[src/design/ppg_pkg.sv]
// ----------------------------------------------------------------------------
// PPG beat interval detector package
// Shared constants, codes and types for the beat interval detector blocks.
// ----------------------------------------------------------------------------
`default_nettype none

package ppg_pkg;

  // Default lane count and fixed sample width of the channel fields.
  localparam int unsigned CHANNELS_DEF   = 4;
  localparam int unsigned FIELD_CHANNELS = 4;
  localparam int unsigned SAMPLE_BITS    = 24;
  localparam int unsigned MARGIN_W       = 23;
  localparam int unsigned ADDR_W         = 5;

  // Input tdata layout, lowest bit first.
  localparam int unsigned IN_TIME_LSB = 0;
  localparam int unsigned IN_EN_BIT   = 32;
  localparam int unsigned IN_CH_LSB   = 33;
  localparam int unsigned IN_DATA_W   = 136;
  localparam int unsigned OUT_DATA_W  = 136;

  // Channel grades.
  localparam logic [1:0] GRADE_INVALID = 2'd0;
  localparam logic [1:0] GRADE_LOW     = 2'd1;
  localparam logic [1:0] GRADE_VALID   = 2'd2;

  // Tracking modes.
  localparam logic [2:0] MODE_INIT      = 3'd0;
  localparam logic [2:0] MODE_ACQUIRE   = 3'd1;
  localparam logic [2:0] MODE_REACQUIRE = 3'd2;
  localparam logic [2:0] MODE_HOLD      = 3'd3;
  localparam logic [2:0] MODE_TRACK     = 3'd4;

  // Reject codes.
  localparam logic [2:0] REJ_NONE      = 3'd0;
  localparam logic [2:0] REJ_DISABLED  = 3'd1;
  localparam logic [2:0] REJ_SATURATED = 3'd2;
  localparam logic [2:0] REJ_DROP      = 3'd3;
  localparam logic [2:0] REJ_GAP       = 3'd4;
  localparam logic [2:0] REJ_LOWQ      = 3'd5;
  localparam logic [2:0] REJ_RANGE     = 3'd6;

  // Bit positions in the flags field.
  localparam int unsigned FL_SELECTED  = 0;
  localparam int unsigned FL_DISABLED  = 1;
  localparam int unsigned FL_SATURATED = 2;
  localparam int unsigned FL_DROP      = 3;
  localparam int unsigned FL_GAP       = 4;
  localparam int unsigned FL_LOWQ      = 5;

  // Configuration register indexes.
  localparam logic [2:0] REG_EXPECTED = 3'd0;
  localparam logic [2:0] REG_MIN      = 3'd1;
  localparam logic [2:0] REG_MAX      = 3'd2;
  localparam logic [2:0] REG_STRICT   = 3'd3;
  localparam logic [2:0] REG_MARGIN   = 3'd4;
  localparam logic [2:0] REG_QTHR     = 3'd5;

  // Configuration register set.
  typedef struct packed {
    logic [15:0]         spacing_ms;
    logic [15:0]         ibi_min_ms;
    logic [15:0]         ibi_max_ms;
    logic                strict_time_check;
    logic [MARGIN_W-1:0] saturation_margin;
    logic [1:0]          quality_threshold;
  } cfg_t;

  // Sample held in the first stage, besides the lane values.
  typedef struct packed {
    logic        cmd;
    logic        en;
    logic        drop;
    logic        gap;
    logic [31:0] time_ms;
  } stage_t;

  // What the merge stage found over all lanes.
  typedef struct packed {
    logic [1:0] quality;
    logic       saturated;
  } merge_t;

  // One result; the first field ends up in the highest bits.
  typedef struct packed {
    logic [5:0]  flags;
    logic [2:0]  reject_code;
    logic [2:0]  mode;
    logic [2:0]  chosen_channel;
    logic [1:0]  quality;
    logic [1:0]  confidence;
    logic [31:0] beats;
    logic [15:0] ibi_ms;
    logic [31:0] event_sample_number;
    logic [31:0] event_time_ms;
    logic        event_ready;
  } result_t;

endpackage

`default_nettype wire

[src/design/ppg_beat_interval_detector.sv]
// ----------------------------------------------------------------------------
// PPG beat interval detector
// Grades multi-channel PPG samples, detects pulse peaks and reports beat
// intervals, one result for each processed sample.
// ----------------------------------------------------------------------------
// The block takes one sample request per clock while the output is not
// stalled and returns one result for every request whose tuser (command) is
// 0; a request with tuser 1 clears the counters, the mode and the detector
// and returns nothing. A sample goes through two registers: the lane stage,
// where every channel is graded and the timestamp spacing is checked, and
// the detector stage, which writes the output register. The detector state
// update in the second stage takes one sample per clock, which sets the
// sustained rate at one request per cycle while the result side keeps taking
// results. Configuration is read on the fly and should be written only while
// no request is in flight.
`default_nettype none

module ppg_beat_interval_detector
  import ppg_pkg::*;
#(
  parameter int unsigned CHANNELS = CHANNELS_DEF
) (
  input  wire logic                  clk_i,
  input  wire logic                  rst_ni,
  // Sample requests.
  input  wire logic                  s_axis_tvalid,
  output logic                       s_axis_tready,
  // tdata: time_ms[31:0], measure_enable[32], channel0_value[56:33],
  // channel1_value[80:57], channel2_value[104:81], channel3_value[128:105]
  input  wire logic [IN_DATA_W-1:0]  s_axis_tdata,
  // tuser: command
  input  wire logic                  s_axis_tuser,
  // Results.
  output logic                       m_axis_tvalid,
  input  wire logic                  m_axis_tready,
  // tdata: event_ready[0], event_time_ms[32:1], event_sample_number[64:33],
  // ibi_ms[80:65], beats[112:81], confidence[114:113], quality[116:115],
  // chosen_channel[119:117], mode[122:120], reject_code[125:123],
  // flags[131:126]
  output logic [OUT_DATA_W-1:0]      m_axis_tdata,
  // Configuration port.
  input  wire logic                  psel,
  input  wire logic                  penable,
  input  wire logic                  pwrite,
  input  wire logic [ADDR_W-1:0]     paddr,
  input  wire logic [31:0]           pwdata,
  output logic [31:0]                prdata,
  output logic                       pready
);

  localparam int unsigned IdxW = $clog2(CHANNELS + 1);

  cfg_t                          cfg_q, cfg_d;
  logic                          s_accept;
  logic                          advance;
  logic                          step;
  logic                          s1_valid_q, s1_valid_d;
  stage_t                        s1_q, s1_d;
  logic [31:0]                   last_time_q, last_time_d;
  logic                          have_last_q, have_last_d;
  logic [31:0]                   time_diff;
  logic                          m_valid_q, m_valid_d;
  result_t                       res_q;
  result_t                       res;
  logic signed [SAMPLE_BITS-1:0] raw     [CHANNELS];
  logic signed [SAMPLE_BITS-1:0] values  [CHANNELS];
  logic [1:0]                    grades  [CHANNELS];
  logic                          gts     [CHANNELS];
  logic signed [SAMPLE_BITS-1:0] newer_value;
  merge_t                        merge;
  logic [IdxW-1:0]               chosen;
  logic                          cfg_write;

  // Handshakes: the output register parts the two sides.
  assign s_accept      = s_axis_tvalid && s_axis_tready;
  assign advance       = !m_valid_q || m_axis_tready;
  assign s_axis_tready = !s1_valid_q || advance;
  assign step          = s1_valid_q && advance;

  // Timestamp spacing check against the previous sample.
  assign time_diff = s_axis_tdata[IN_TIME_LSB +: 32] - last_time_q;

  always_comb begin
    s1_valid_d  = s1_valid_q;
    s1_d        = s1_q;
    last_time_d = last_time_q;
    have_last_d = have_last_q;
    if (s_accept) begin
      s1_valid_d   = 1'b1;
      s1_d.cmd     = s_axis_tuser;
      s1_d.en      = s_axis_tdata[IN_EN_BIT];
      s1_d.time_ms = s_axis_tdata[IN_TIME_LSB +: 32];
      s1_d.drop    = have_last_q && cfg_q.strict_time_check &&
                     (time_diff > 32'(cfg_q.spacing_ms));
      s1_d.gap     = have_last_q && cfg_q.strict_time_check &&
                     (time_diff < 32'(cfg_q.spacing_ms));
      if (s_axis_tuser) begin
        last_time_d = '0;
        have_last_d = 1'b0;
      end else begin
        last_time_d = s_axis_tdata[IN_TIME_LSB +: 32];
        have_last_d = 1'b1;
      end
    end else if (step) begin
      s1_valid_d = 1'b0;
    end
  end

  // Lane stage registers.
  always_ff @(posedge clk_i or negedge rst_ni) begin
    if (!rst_ni) begin
      s1_valid_q  <= 1'b0;
      have_last_q <= 1'b0;
      last_time_q <= '0;
    end else begin
      s1_valid_q  <= s1_valid_d;
      have_last_q <= have_last_d;
      last_time_q <= last_time_d;
    end
  end

  always_ff @(posedge clk_i) begin
    s1_q <= s1_d;
  end

  // One lane per channel; lanes past the input fields see zero.
  for (genvar g = 0; g < CHANNELS; g++) begin : g_lane
    if (g < FIELD_CHANNELS) begin : g_field
      assign raw[g] = s_axis_tdata[IN_CH_LSB + g*SAMPLE_BITS +: SAMPLE_BITS];
    end else begin : g_zero
      assign raw[g] = '0;
    end

    ppg_lane u_lane (
      .clk_i    (clk_i),
      .load_i   (s_accept),
      .raw_i    (raw[g]),
      .margin_i (cfg_q.saturation_margin),
      .newer_i  (newer_value),
      .value_o  (values[g]),
      .grade_o  (grades[g]),
      .gt_o     (gts[g])
    );
  end

  ppg_merge #(
    .CHANNELS (CHANNELS),
    .IDX_W    (IdxW)
  ) u_merge (
    .grade_i  (grades),
    .merge_o  (merge),
    .chosen_o (chosen)
  );

  ppg_beat #(
    .CHANNELS (CHANNELS),
    .IDX_W    (IdxW)
  ) u_beat (
    .clk_i    (clk_i),
    .rst_ni   (rst_ni),
    .step_i   (step),
    .stage_i  (s1_q),
    .cfg_i    (cfg_q),
    .merge_i  (merge),
    .chosen_i (chosen),
    .values_i (values),
    .gt_i     (gts),
    .newer_o  (newer_value),
    .res_o    (res)
  );

  // Output register.
  assign m_valid_d = advance ? (s1_valid_q && !s1_q.cmd) : m_valid_q;

  always_ff @(posedge clk_i or negedge rst_ni) begin
    if (!rst_ni) begin
      m_valid_q <= 1'b0;
    end else begin
      m_valid_q <= m_valid_d;
    end
  end

  always_ff @(posedge clk_i) begin
    if (step && !s1_q.cmd) begin
      res_q <= res;
    end
  end

  assign m_axis_tvalid = m_valid_q;
  assign m_axis_tdata  = OUT_DATA_W'(res_q);

  // Configuration registers.
  assign pready    = 1'b1;
  assign cfg_write = psel && penable && pwrite && pready;

  always_comb begin
    cfg_d = cfg_q;
    if (cfg_write) begin
      unique case (paddr[ADDR_W-1:2])
        REG_EXPECTED: cfg_d.spacing_ms        = pwdata[15:0];
        REG_MIN:      cfg_d.ibi_min_ms        = pwdata[15:0];
        REG_MAX:      cfg_d.ibi_max_ms        = pwdata[15:0];
        REG_STRICT:   cfg_d.strict_time_check = pwdata[0];
        REG_MARGIN:   cfg_d.saturation_margin = pwdata[MARGIN_W-1:0];
        REG_QTHR:     cfg_d.quality_threshold = pwdata[1:0];
        default:      cfg_d = cfg_q;
      endcase
    end
  end

  always_ff @(posedge clk_i or negedge rst_ni) begin
    if (!rst_ni) begin
      cfg_q.spacing_ms        <= 16'd40;
      cfg_q.ibi_min_ms        <= 16'd300;
      cfg_q.ibi_max_ms        <= 16'd2000;
      cfg_q.strict_time_check <= 1'b1;
      cfg_q.saturation_margin <= MARGIN_W'(65536);
      cfg_q.quality_threshold <= 2'd2;
    end else begin
      cfg_q <= cfg_d;
    end
  end

  // Register read back.
  always_comb begin
    unique case (paddr[ADDR_W-1:2])
      REG_EXPECTED: prdata = 32'(cfg_q.spacing_ms);
      REG_MIN:      prdata = 32'(cfg_q.ibi_min_ms);
      REG_MAX:      prdata = 32'(cfg_q.ibi_max_ms);
      REG_STRICT:   prdata = 32'(cfg_q.strict_time_check);
      REG_MARGIN:   prdata = 32'(cfg_q.saturation_margin);
      REG_QTHR:     prdata = 32'(cfg_q.quality_threshold);
      default:      prdata = '0;
    endcase
  end

endmodule

`default_nettype wire

[src/design/ppg_lane.sv]
// ----------------------------------------------------------------------------
// PPG channel lane
// Grades one channel sample against full scale, holds it for the detector
// stage and compares it against the stored detector sample.
// ----------------------------------------------------------------------------
`default_nettype none

module ppg_lane
  import ppg_pkg::*;
(
  input  wire logic                          clk_i,
  input  wire logic                          load_i,
  input  wire logic signed [SAMPLE_BITS-1:0] raw_i,
  input  wire logic [MARGIN_W-1:0]           margin_i,
  input  wire logic signed [SAMPLE_BITS-1:0] newer_i,
  output logic signed [SAMPLE_BITS-1:0]      value_o,
  output logic [1:0]                         grade_o,
  output logic                               gt_o
);

  localparam logic signed [SAMPLE_BITS:0] LoVal = {2'b11, {(SAMPLE_BITS-1){1'b0}}};
  localparam logic signed [SAMPLE_BITS:0] HiVal = {2'b00, {(SAMPLE_BITS-1){1'b1}}};

  logic signed [SAMPLE_BITS:0]      raw_ext;
  logic signed [SAMPLE_BITS:0]      margin_ext;
  logic [1:0]                       grade_d;
  logic signed [SAMPLE_BITS-1:0]    value_q;
  logic [1:0]                       grade_q;

  // Full scale is invalid; within the margin of full scale is low.
  always_comb begin
    raw_ext    = {raw_i[SAMPLE_BITS-1], raw_i};
    margin_ext = $signed((SAMPLE_BITS+1)'(margin_i));
    if (raw_ext <= LoVal || raw_ext >= HiVal) begin
      grade_d = GRADE_INVALID;
    end else if (raw_ext <= LoVal + margin_ext || raw_ext >= HiVal - margin_ext) begin
      grade_d = GRADE_LOW;
    end else begin
      grade_d = GRADE_VALID;
    end
  end

  // Sample and grade are held for the detector stage.
  always_ff @(posedge clk_i) begin
    if (load_i) begin
      value_q <= raw_i;
      grade_q <= grade_d;
    end
  end

  assign value_o = value_q;
  assign grade_o = grade_q;
  assign gt_o    = value_q > newer_i;

endmodule

`default_nettype wire

[src/design/ppg_merge.sv]
// ----------------------------------------------------------------------------
// PPG lane merge
// Picks the first channel with the best grade and notes any saturation.
// ----------------------------------------------------------------------------
`default_nettype none

module ppg_merge
  import ppg_pkg::*;
#(
  parameter int unsigned CHANNELS = CHANNELS_DEF,
  parameter int unsigned IDX_W    = $clog2(CHANNELS + 1)
) (
  input  wire logic [1:0] grade_i [CHANNELS],
  output merge_t          merge_o,
  output logic [IDX_W-1:0] chosen_o
);

  // A later lane only wins with a strictly better grade.
  always_comb begin
    merge_o.quality   = GRADE_INVALID;
    merge_o.saturated = 1'b0;
    chosen_o          = IDX_W'(CHANNELS);
    for (int i = 0; i < CHANNELS; i++) begin
      if (grade_i[i] > merge_o.quality) begin
        merge_o.quality = grade_i[i];
        chosen_o        = IDX_W'(i);
      end
      if (grade_i[i] == GRADE_INVALID) begin
        merge_o.saturated = 1'b1;
      end
    end
  end

endmodule

`default_nettype wire

[src/design/ppg_beat.sv]
// ----------------------------------------------------------------------------
// PPG beat detector stage
// Applies the reject rules, runs the mode machine and the three-point peak
// detector, range-checks the beat interval and forms the result.
// ----------------------------------------------------------------------------
`default_nettype none

module ppg_beat
  import ppg_pkg::*;
#(
  parameter int unsigned CHANNELS = CHANNELS_DEF,
  parameter int unsigned IDX_W    = $clog2(CHANNELS + 1)
) (
  input  wire logic                          clk_i,
  input  wire logic                          rst_ni,
  input  wire logic                          step_i,
  input  wire stage_t                        stage_i,
  input  wire cfg_t                          cfg_i,
  input  wire merge_t                        merge_i,
  input  wire logic [IDX_W-1:0]              chosen_i,
  input  wire logic signed [SAMPLE_BITS-1:0] values_i [CHANNELS],
  input  wire logic                          gt_i [CHANNELS],
  output logic signed [SAMPLE_BITS-1:0]      newer_o,
  output result_t                            res_o
);

  localparam logic [IDX_W-1:0] NoChannel = IDX_W'(CHANNELS);

  logic [31:0]                   count_q, count_d;
  logic [31:0]                   beat_q, beat_d;
  logic [2:0]                    mode_q, mode_d;
  logic signed [SAMPLE_BITS-1:0] newer_value_q, newer_value_d;
  logic [31:0]                   newer_time_q, newer_time_d;
  logic [31:0]                   newer_number_q, newer_number_d;
  logic [IDX_W-1:0]              newer_channel_q, newer_channel_d;
  logic                          newer_gt_older_q, newer_gt_older_d;
  logic                          have_older_q, have_older_d;
  logic                          have_newer_q, have_newer_d;
  logic [31:0]                   pulse_time_q, pulse_time_d;
  logic                          have_pulse_q, have_pulse_d;

  logic signed [SAMPLE_BITS-1:0] cur_value;
  logic                          cur_gt;
  logic [31:0]                   count_inc;
  logic [31:0]                   ibi;
  logic                          ibi_ok;
  logic                          allowed;
  logic                          peak;
  logic [2:0]                    rej;
  logic [5:0]                    flags;
  logic [2:0]                    mode_mid;

  // Chosen lane's sample and its compare against the stored newer sample.
  always_comb begin
    cur_value = '0;
    cur_gt    = 1'b0;
    for (int i = 0; i < CHANNELS; i++) begin
      if (chosen_i == IDX_W'(i)) begin
        cur_value = values_i[i];
        cur_gt    = gt_i[i];
      end
    end
  end

  // The interval depends on stored state only.
  assign count_inc = count_q + 32'd1;
  assign ibi       = newer_time_q - pulse_time_q;
  assign ibi_ok    = (ibi >= 32'(cfg_i.ibi_min_ms)) &&
                     (ibi <= 32'(cfg_i.ibi_max_ms));

  // Reject rules in priority order: disabled, saturated, drop or gap, low quality.
  always_comb begin
    rej      = REJ_NONE;
    flags    = '0;
    mode_mid = mode_q;
    allowed  = 1'b0;
    if (!stage_i.en) begin
      mode_mid           = MODE_HOLD;
      rej                = REJ_DISABLED;
      flags[FL_DISABLED] = 1'b1;
    end else begin
      if (mode_q == MODE_HOLD) begin
        mode_mid = MODE_REACQUIRE;
      end else if (mode_q == MODE_INIT) begin
        mode_mid = MODE_ACQUIRE;
      end
      flags[FL_SELECTED] = (chosen_i != NoChannel);
      if (merge_i.saturated) begin
        rej                 = REJ_SATURATED;
        flags[FL_SATURATED] = 1'b1;
      end
      if (stage_i.drop) begin
        if (rej == REJ_NONE) begin
          rej = REJ_DROP;
        end
        flags[FL_DROP] = 1'b1;
      end else if (stage_i.gap) begin
        if (rej == REJ_NONE) begin
          rej = REJ_GAP;
        end
        flags[FL_GAP] = 1'b1;
      end
      if (rej == REJ_NONE && merge_i.quality < cfg_i.quality_threshold) begin
        rej            = REJ_LOWQ;
        flags[FL_LOWQ] = 1'b1;
      end
      allowed = (rej == REJ_NONE) && (chosen_i != NoChannel);
    end
  end

  // Local maximum: newer above older and not below the current sample.
  assign peak = allowed && have_older_q && have_newer_q &&
                (newer_channel_q == chosen_i) && newer_gt_older_q && !cur_gt;

  // Next state and the result.
  always_comb begin
    count_d          = count_q;
    beat_d           = beat_q;
    mode_d           = mode_q;
    newer_value_d    = newer_value_q;
    newer_time_d     = newer_time_q;
    newer_number_d   = newer_number_q;
    newer_channel_d  = newer_channel_q;
    newer_gt_older_d = newer_gt_older_q;
    have_older_d     = have_older_q;
    have_newer_d     = have_newer_q;
    pulse_time_d     = pulse_time_q;
    have_pulse_d     = have_pulse_q;

    res_o                     = '0;
    res_o.event_time_ms       = stage_i.time_ms;
    res_o.event_sample_number = count_inc;
    res_o.quality             = stage_i.en ? merge_i.quality : GRADE_INVALID;
    res_o.chosen_channel      = stage_i.en ? 3'(chosen_i) : 3'(NoChannel);
    res_o.flags               = flags;
    res_o.reject_code         = rej;

    if (step_i) begin
      if (stage_i.cmd) begin
        count_d      = '0;
        beat_d       = '0;
        mode_d       = MODE_INIT;
        have_older_d = 1'b0;
        have_newer_d = 1'b0;
        have_pulse_d = 1'b0;
        newer_channel_d = NoChannel;
      end else begin
        count_d = count_inc;
        mode_d  = mode_mid;
        if (allowed) begin
          if (peak) begin
            if (have_pulse_q) begin
              if (ibi_ok) begin
                beat_d                    = beat_q + 32'd1;
                mode_d                    = MODE_TRACK;
                res_o.event_ready         = 1'b1;
                res_o.event_time_ms       = newer_time_q;
                res_o.event_sample_number = newer_number_q;
                res_o.ibi_ms              = ibi[15:0];
                res_o.confidence          = merge_i.quality;
              end else begin
                res_o.reject_code = REJ_RANGE;
              end
            end
            pulse_time_d = newer_time_q;
            have_pulse_d = 1'b1;
          end
          newer_gt_older_d = cur_gt;
          have_older_d     = have_newer_q;
          newer_value_d    = cur_value;
          newer_time_d     = stage_i.time_ms;
          newer_number_d   = count_inc;
          newer_channel_d  = chosen_i;
          have_newer_d     = 1'b1;
        end else begin
          // Every refused sample here is a strict reject.
          have_older_d = 1'b0;
          have_newer_d = 1'b0;
          have_pulse_d = 1'b0;
        end
      end
    end

    res_o.beats = beat_d;
    res_o.mode  = mode_d;
  end

  // Control state.
  always_ff @(posedge clk_i or negedge rst_ni) begin
    if (!rst_ni) begin
      count_q         <= '0;
      beat_q          <= '0;
      mode_q          <= MODE_INIT;
      have_older_q    <= 1'b0;
      have_newer_q    <= 1'b0;
      have_pulse_q    <= 1'b0;
      newer_channel_q <= NoChannel;
    end else begin
      count_q         <= count_d;
      beat_q          <= beat_d;
      mode_q          <= mode_d;
      have_older_q    <= have_older_d;
      have_newer_q    <= have_newer_d;
      have_pulse_q    <= have_pulse_d;
      newer_channel_q <= newer_channel_d;
    end
  end

  // Detector payload, qualified by the have flags.
  always_ff @(posedge clk_i) begin
    newer_value_q    <= newer_value_d;
    newer_time_q     <= newer_time_d;
    newer_number_q   <= newer_number_d;
    newer_gt_older_q <= newer_gt_older_d;
    pulse_time_q     <= pulse_time_d;
  end

  assign newer_o = newer_value_q;

endmodule

`default_nettype wire

[config.mk]
export PLATFORM = sky130hd
export DESIGN_NAME = ppg_beat_interval_detector
export DESIGN_NICKNAME = d
export VERILOG_FILES = /design/src/design/ppg_pkg.sv /design/src/design/ppg_beat_interval_detector.sv /design/src/design/ppg_lane.sv /design/src/design/ppg_merge.sv /design/src/design/ppg_beat.sv
export SDC_FILE = /design/constraint.sdc
export NUM_CORES = 1
export LEC_CHECK = 0
export ABC_CLOCK_PERIOD_IN_PS = 7950
export BUFFER_PORTS_ARGS = -buffer_cell sky130_fd_sc_hd__buf_2
export CORE_MARGIN = 10
export CORE_UTILIZATION = 54
export DETAILED_ROUTE_END_ITERATION = 12
export GPL_TIMING_DRIVEN = 1
export PLACE_DENSITY = 0.86
export RECOVER_POWER = 25
export SLEW_MARGIN = 20
export SYNTH_ARGS = -nofsm -noshare
export SYNTH_HDL_FRONTEND = slang
export SYNTH_SLANG_ARGS = --single-unit
[constraint.sdc]
create_clock -name clk_i -period 7.95 [get_ports clk_i]
set_clock_uncertainty 0.1 [all_clocks]
set_input_delay 0.3975 -clock clk_i [delete_from_list [all_inputs] [get_ports clk_i]]
set_output_delay 0.3975 -clock clk_i [all_outputs]
set_load 0.005 [all_outputs]
# --- Word level (Yosys, flattened, before mapping) ---
# Cells that the tools add are included.
op_classes:
  bitwise_logic: 7
  reduce_logical: 56
  eq_ne: 12
  magnitude_cmp: 29
  add_sub_neg: 6
  muxes: 82
op_table:
  columns: ["op", "n"]
  rows:
  - ["two-way mux 65 bit", 6]
  - ["two-way mux 32 bit", 8]
  - ["one-hot mux 23 bit (6 select lines)", 1]
  - ["<= comparator 24 x 25 -> 1 bit", 4]
  - ["greater-or-equal comparator 24 bit", 4]
  - ["greater-or-equal comparator 24 bit (second input constant)", 4]
  - ["greater-than comparator 24 bit", 4]
  - ["<= comparator 24 bit (second input constant)", 4]
  - ["two-way mux 24 bit", 4]
  - ["two-way mux 3 bit", 30]
  - ["adder 32 x 1 -> 32 bit (second input constant)", 2]
  - ["subtractor 32 bit", 2]
  - ["greater-or-equal comparator 32 x 16 -> 1 bit", 1]
  - ["greater-than comparator 32 x 16 -> 1 bit", 1]
  - ["<= comparator 32 x 16 -> 1 bit", 1]
  - ["< comparator 32 x 16 -> 1 bit", 1]
  - ["adder 24 x 24 -> 25 bit (first input constant)", 1]
  - ["two-way mux 1 bit", 24]
  - ["subtractor 23 x 23 -> 24 bit (first input constant)", 1]
  - ["logical NOT 3 bit", 6]
  - ["two-way mux 2 bit", 9]
  - ["logical AND 1 bit", 17]
  - ["AND reduction 2 bit", 8]
  - ["equality test 3 x 2 -> 1 bit (second input constant)", 5]
  - ["17 further kinds", 44]
totals:
  output_inout_bits: 171
  wordCells: 240
  reg_bits: 575
  in_bits: 181

# --- Longest topological paths before layout ---
# Gate-level depths: netlist of run 1.
logic_depth:
  ltp_word: 28
  ltp_mapped: 23
  mapped_depth_nobuf: 21

# --- Cells and area by module ---
# Synthesis of run 1 repeated with hierarchy kept, for this count alone.
hier_totals:
  hier_cells: 3388
  hier_area_um2: 36068.3
by_module_without_submodules:
  columns: ["module", "cells_each", "area_per_inst_um2", "seq_area_each_um2", "n_inst"]
  rows:
  - ["ppg_beat", 1280, 12978.7, 5461.5, 1]
  - ["ppg_beat_interval_detector", 959, 12293.0, 7791.2, 1]
  - ["ppg_lane", 277, 2620.0, 780.7, 4]
  - ["ppg_merge", 41, 316.6, 0.0, 1]

# --- Worst setup path after synthesis of run 1 ---
# No wires, ideal clock.
synth_path:
  path_type: "reg-to-reg"
  startpoint: "register g_lane[0].u_lane.grade_q[0]"
  endpoint: "register res_q (netlist bit m_axis_tdata[36]) (data pin)"
  path_stages_with_launch: 22
  arrival_time_ns: 8.383
  required_ns: 7.590
  n_path_buf: 2
  setup_slack_ns: -0.793
  setup_time_ns: 0.260
  synth_period_minus_slack_ns: 8.743
  cell_sequence: "edfxtp_1 -> ha_1 -> nor3b_1 -> a221oi_1 -> and2_1 -> ha_1 -> o21bai_1 -> nand2_1 -> a21o_1 -> ha_1 -> o21bai_1 -> and2_1 -> a311oi_1 -> o21ai_0 -> a21o_1 -> nand3b_1 -> nor2_1 -> nand4_1 -> nor3_1 -> buf_2 -> buf_2 -> mux2_2"
synth_rtl:
  columns: ["item", "line_no", "rtl"]
  rows:
  - ["from (decl)", "ppg_lane.sv:28", "logic [1:0] grade_q;"]
  - ["from (signal assigned)", "ppg_lane.sv:47", "grade_q <= grade_d;"]
  - ["to (signal assigned)", "ppg_beat_interval_detector.sv:185", "res_q <= res;"]
  - ["to (decl)", "ppg_beat_interval_detector.sv:63", "result_t res_q;"]

==> results of run 1 <==
[registers in the layout (all words and copies together), names as in the netlist, 3 cells and up]
signal and flops:
u_beat.newer_number_q 32, u_beat.newer_channel_q 3, u_beat.newer_o 24, u_beat.pulse_time_q 32
u_beat.beat_q 32, cfg_q 74, m_axis_tdata 132, last_time_q 32
s1_q 36, u_beat.count_q 32, u_beat.mode_q 3, g_lane.u_lane.grade_o 8
g_lane.u_lane.value_o 96, u_beat.newer_time_q 32
[metrics by stage]
| step | cell area [sq um] | setup WS [ns] | util (%) |
|---|---|---|---|
| 6_report | 39690 | 1.432 | 63.15 |
| 5_1_grt | 39690 | 0.7407 | 63.15 |
| 4_1_cts | 39880 | 1.508 | 63.45 |
| 3_5_place_dp | 36630 | 1.544 | 58.28 |
| 3_3_place_gp | 36630 | 1.750 | 58.28 |
| 2_1_floorplan | 34270 | 0.7844 | - |
[routing by layer]
layer | GRT usage, % | part of all wire (%)
met5 | 0 | 0.014
met3 | 5.979 | 10
met2 | 44.55 | 46
met1 | 35.52 | 39
met4 | 13.49 | 5.1
[final cells by class]
| class | instances | area share (%) |
|---|---|---|
| diodes | 2 | 0.01261 |
| clock buffers | 83 | 4.473 |
| clock inverters | 37 | 0.9457 |
| inverters | 249 | 2.380 |
| multi-input cells | 2283 | 41.55 |
| flip-flops and latches | 575 | 41.26 |
| well taps | 846 | 2.667 |
| repair buffers | 447 | 6.720 |
[where the power goes]
group / internal (mW) / switching (mW)
clock: 1.76 / 1.27
combinational: 0.756 / 1.34
sequential: 3.49 / 0.175
[critical path, delay by kind of cell (launching register included)]
| kind | cells | cell delay (ns) |
|---|---|---|
| simple gates | 11 | 3.29 |
| flops | 1 | 0.46 |
| fa+ha+maj | 3 | 0.86 |
| compound gates | 6 | 1.62 |
[cell families after synthesis]
family                     synth area share [%]
buffers and inverters                     4.135
adders and majority gates                 14.82
AOI/OAI and AO/OA                         15.19
other                                   0.02195
muxes                                     2.589
xor gates and xnor gates                  1.868
DFF                                       47.86
and+or+nand+nor                           13.53
[how the worst max path moves through the flow]
stage / end / cells after the start / from
finish: m_axis_tdata[112] / 20 / g_lane[0].u_lane.grade_o[0]
global route: u_beat.beat_q[30] / 2 / rst_ni
CTS: m_axis_tdata[91] / 20 / u_beat.newer_time_q[0]
detailed placement: m_axis_tdata[112] / 20 / g_lane[0].u_lane.grade_o[0]
global placement: m_axis_tdata[112] / 20 / u_beat.newer_time_q[0]
floorplan: m_axis_tdata[36] / 21 / g_lane[0].u_lane.grade_o[0]
[what timing repair did]
action,CTS,global route
endpoints found under the hold margin,268,0
resized for setup,0,0
hold buffers,110,0
buffers inserted,0,0
[cells in the final DEF, fill, tap and decap left out, types with 30 or more instances in the layout]
cell type / netlist / final
nand2_1: 269 / 268
nor2b_1: 30 / 30
clkbuf_16: 0 / 66
a21oi_1: 211 / 211
inv_1: 246 / 246
mux2_2: 68 / 68
edfxtp_1: 393 / 393
nor2_1: 150 / 148
nor3_1: 35 / 34
clkbuf_1: 77 / 147
nand4_1: 91 / 91
nand3b_1: 35 / 35
ha_1: 402 / 402
o21ai_0: 241 / 241
nand3_1: 70 / 70
a21o_1: 50 / 50
o21bai_1: 33 / 33
buf_2: 9 / 186
nand2b_1: 52 / 52
dfrtp_1: 166 / 166
nor4_1: 49 / 49
xnor2_1: 44 / 44
dlygate4sd3_1: 0 / 110
and2_1: 31 / 30
==> results.ini, run 1 <==
[run_status]
status = finished with violations
violations = capacitance limit, slew limit

[finish]
drive_above_1_share_pct = 11.24
areaGrowthSynthToFinish_pct = 16.00
fillers = 4868
seq_area_sq_um = 16380
layout.cells.non_filler = 4522
multiInputGateArea_sq_um = 16490
final_nets = 4207

[power_and_ir_drop]
power_density_nw_per_um2 = 221.8
ir_drop_v = 0.0001936
p_leak_nw = 16.50
total_power_mw = 8.802

[global_route]
antenna_found_initial = 3
grt_pass1_vias = 27540
grt_max_degree = 121
grt_pass1_wl_mm = 160.7
grt_remaining_overflow = 0
grtUsageTotal_pct = 27.83

[sta]
fin_crit_ns = 6.518
max_slew_margin_pct = -304.5
fmax_mhz = 153.4
whs_ns = 0.06448
finalSetupTns_ns = 0
rsz0062_at_grt = no
period_share_pct = 81.98
finalHoldViolCount = 0
finalSetupViolCount = 0
tightest_slew_ns = 6.067
drv_slew = 104

[critical_path]
critPathSlowestCell = nor3_1
reg2reg_setup_slack_ns = 1.43
crit_top_cell = ha_1
start_kind = register
r2r_cells = 20
r2r_end = m_axis_tdata[112]
worstSetupEndpointType = register
arrival_ns = 6.85
critPathMaxStageDelay_ns = 0.73
cp_max_fo = 56
required_ns = 8.29
r2r_start = g_lane[0].u_lane.grade_o[0]
crit_chain = ha_1 -> nor3b_1 -> a221oi_1 -> and2_1 -> ha_1 -> o21bai_1 -> nand2_1 -> a21o_1 -> ha_1 -> nand2b_1 -> a222oi_1 -> and3_1 -> nor2_1 -> a211o_1 -> nand4bb_1 -> nor3_1 -> nand4_1 -> or3_4 -> or4_1 -> a21boi_1
path_class = register to register

[detailed_routing]
drt_iter0_drc = 3244
drt-total-wl_mm = 106.2
drc = 0
dr.pass1.iters = 6
wl_per_cell_microns = 23.49
num_vias = 28220
vias_per_cell = 6.240
detail-route-antenna-nets = 0

[placement]
gp_congestion = 1.036
port_buffers = 319
dp.cells = 4290
dp_hpwl_mm = 76.50

[synthesis]
syn-cell-area_sq_um = 34220
synth-seq-cells = 575
syn_inst = 3202
yosys-top-cells-count = ha_1, edfxtp_1, nand2_1
synth_top_cell_by_area = edfxtp_1
synth_warnings = 0
yosysSeqAreaShare_pct = 47.86
synth.most_common_cell = ha_1
synth_top_area_share_pct = 34.49
ys_types = 89
synth.top_cells.by_area = edfxtp_1, ha_1, dfrtp_1, o21ai_0, a21oi_1
synth_top_flop_cell = edfxtp_1
syn-mean-instance-area_sq_um = 10.69
synth_edf_count = 393
async_flop_share_pct = 31.65

[clock_tree]
cts-root-buf = clkbuf_16
cts_buffers = 66
clock-sinks = 575
path_clk_slew_ns = 0.06
cts_tree = built
htree_levels = 3
cts_buffer_depth = 3
clk_latency_ns = 0.62

[flow_run]
maxCapViolations = 1

[worst_hold_path]
whs_endpoint = m_axis_tvalid
hp-class = input pin to register
hp-start = m_axis_tready
hold_depth = 3

[die]
io-pin-count = 352
core_sq_um = 62850
die_y_microns = 271.7
die_x_microns = 271.7
rows = 92
fp.dieArea_sq_um = 73840
initial_core_util_pct = 54.45

No activity file was read; power rests on OpenSTA's default activity.
==> inputs of run 2 (changes only) <==
- ABC_CLOCK_PERIOD_IN_PS: 7950 -> 6300
- CORE_UTILIZATION: 54 -> 56
- PLACE_DENSITY: 0.86 -> 0.85
- clock period: 7.95 -> 6.3 ns (I/O delays scaled with it)
==> run 2 against run 1 <==
  * The flow still finishes with violations (capacitance limit, slew limit)
  * Die area is 3.3% lower
  * Sequential power is 26% higher
  * Maximum frequency is 7.9% higher
  * Largest cell class unchanged
  * Clock-buffer cell count is 3 lower
  * Worst hold slack worse by 0.029 ns
==> results.ini, run 2 (synthesis results as in run 1) <==
[global_route]
grt_pass1_vias = 27610  ; +0.25%
grt_max_degree = 150  ; +24%
grt_pass1_wl_mm = 162.5  ; +1.1%
grt_remaining_overflow = 0  ; unchanged
grtUsageTotal_pct = 29.45  ; +1.6 points
antenna_found_initial = 4  ; +1

[clock_tree]
cts_buffers = 59  ; -11%
clock-sinks = 575  ; unchanged
htree_levels = 2  ; -1
path_clk_slew_ns = 0.07  ; about the same
cts-root-buf = clkbuf_16
cts_buffer_depth = 3  ; unchanged
cts_tree = built
clk_latency_ns = 0.66  ; +0.04 ns

[sta]
setup_slack_ns = 0.2596  ; -1.173 ns
finalSetupTns_ns = 0  ; unchanged
finalSetupViolCount = 0  ; unchanged
rsz0062_at_grt = no
finalHoldViolCount = 0  ; unchanged
drv_slew = 217  ; +110%
fmax_mhz = 165.6  ; +7.9%
max_slew_margin_pct = -141.7  ; +160 points
tightest_slew_ns = 3.626  ; -2.441 ns
period_share_pct = 95.88  ; +14 points
fin_crit_ns = 6.040  ; -0.4772 ns

[power_and_ir_drop]
seqPwrFrac_pct = 43.1  ; +1.4 points
power_frac_clock_pct = 31.7  ; -2.7 points
p_leak_nw = 16.58  ; +0.54%
power_density_nw_per_um2 = 270.3  ; +22%
power.internal_mw = 7.289  ; +21%
p_sw_share_pct = 32.39  ; +0.71 points
ir_drop_v = 0.0002274  ; +17%
p_comb_share_pct = 25.2  ; +1.3 points
switchingPower_mw = 3.492  ; +25%
total_power_mw = 10.78  ; +22%

[die]
rows = 90  ; -2.2%
initial_core_util_pct = 56.59  ; +2.1 points
core_sq_um = 60470  ; -3.8%
die_x_microns = 267.2  ; -1.7%
die_y_microns = 267.2  ; -1.7%
io-pin-count = 352  ; unchanged
fp.dieArea_sq_um = 71390  ; -3.3%

[detailed_routing]
dr.pass1.iters = 7  ; +1
wl_per_cell_microns = 23.98  ; +2.1%
drt-total-wl_mm = 108.0  ; +1.7%
vias_per_cell = 6.293  ; +0.85%
drt_iter0_drc = 3364  ; +3.7%
detail-route-antenna-nets = 0  ; unchanged
num_vias = 28340  ; +0.45%
drc = 0  ; unchanged

[critical_path]
required_ns = 6.69  ; -1.60 ns
critPathSlowestCell = or4_4
path_class = register to register
r2r_cells = 20  ; unchanged
start_kind = register
arrival_ns = 6.43  ; -0.42 ns
crit_chain = inv_1 -> ha_1 -> inv_1 -> fa_1 -> a21o_1 -> a221oi_2 -> o211a_4 -> o31a_2 -> xnor2_1 -> ha_1 -> a21oi_1 -> nand2_1 -> a211oi_1 -> a21oi_1 -> or4_4 -> nor4b_4 -> nand2_2 -> or3_4 -> or4_1 -> a21boi_1
worstSetupEndpointType = register
cp_max_fo = 28  ; -50%
critPathMaxStageDelay_ns = 0.57  ; -0.16 ns

[run_status]
status = finished with violations
violations = capacitance limit, slew limit

[finish]
final_common_cell = ha_1
final_nets = 4254  ; +1.1%
layout_common_cells = ha_1, edfxtp_1, nand2_1, inv_1, o21ai_0
layout.cells.non_filler = 4504  ; -0.40%
largest_reg_flops = 132  ; unchanged
drive_above_1_share_pct = 11.00  ; -0.24 points
areaGrowthSynthToFinish_pct = 16.56

[placement]
dp_hpwl_mm = 78.88  ; +3.1%
port_buffers = 319  ; unchanged
gp_congestion = 0.9997  ; -3.5%
dp.cells = 4232  ; -1.4%
pre_cts_slack_ns = 0.2627  ; -1.282 ns

[worst_hold_path]
hold_depth = 3  ; unchanged
hp-class = input pin to register

[flow_run]
maxCapViolations = 3  ; +2

==> run 2: routing by layer <==
layer	vias to the layer above	GRT usage [%]	routed length [microns]
met5	-	0	0
met4	0	13.71	5345
met3	308	5.595	10180
met2	1592	46.42	49240
met1	13600	38.84	43240
li1	12850	-	-
==> run 2: power by group through the flow <==
stage	combinational, mW	sequential (mW)	clock, mW
4_1_cts	2.66	4.63	3.44
2_1_floorplan	1.67	4.63	0
3_5_place_dp	2.55	4.70	0
6_report	2.72	4.64	3.42
3_3_place_gp	2.48	4.69	0
5_1_grt	2.99	4.67	3.59
==> run 2: cell type report <==
cell class / count / area, sq um
Antenna cell: 4 / 10.01
Clock buffer: 80 / 1625
Clock inverter: 30 / 246.5
Fill cell: 4561 / 20580
Inverter: 249 / 944.7
Multi-Input combinational cell: 2284 / 16500
Sequential cell: 575 / 16380
Tap cell: 782 / 978.4
Timing Repair Buffer: 500 / 3201
==> run 2: what timing repair did <==
action	CTS	global route
setup buffers	0	1
gates resized for setup	0	3
setup endpoints to repair	0	4
hold buffers	156	0
endpoints found under the hold margin	270	0
==> run 2: critical path, delay by kind of cell, from the launching register on <==
| family | cells | cell delay (ns) |
|---|---|---|
| compound gates | 8 | 1.80 |
| xor+xnor | 1 | 0.26 |
| simple gates | 6 | 2.24 |
| buf+inv | 2 | 0.15 |
| fa+ha+maj | 3 | 0.90 |
| flops | 1 | 0.40 |
==> run 2: stage by stage <==
stage / util (%) / cell area [sq um] / hold WS [ns]
after global routing: 65.95 / 39880 / 0.06111
after global placement: 60.58 / 36630 / 0.1402
after floorplan: - / 34270 / -0.08059
after CTS: 66.25 / 40060 / 0.02587
after detailed placement: 60.58 / 36630 / 0.1424
final: 65.96 / 39890 / 0.03565
==> run 2: worst paths after layout <==
path,start,to,slack [ns]
max in group asynchronous,rst_ni,u_beat.beat_q[4],0.97
hold reg to reg,s1_q[7],u_beat.newer_time_q[7],0.31
setup / recovery,u_beat.newer_time_q[0],m_axis_tdata[112],0.26
setup reg to reg,u_beat.newer_time_q[0],m_axis_tdata[112],0.26
hold / removal,penable,cfg_q[1],0.04
min in group asynchronous,rst_ni,cfg_q[24],0.67
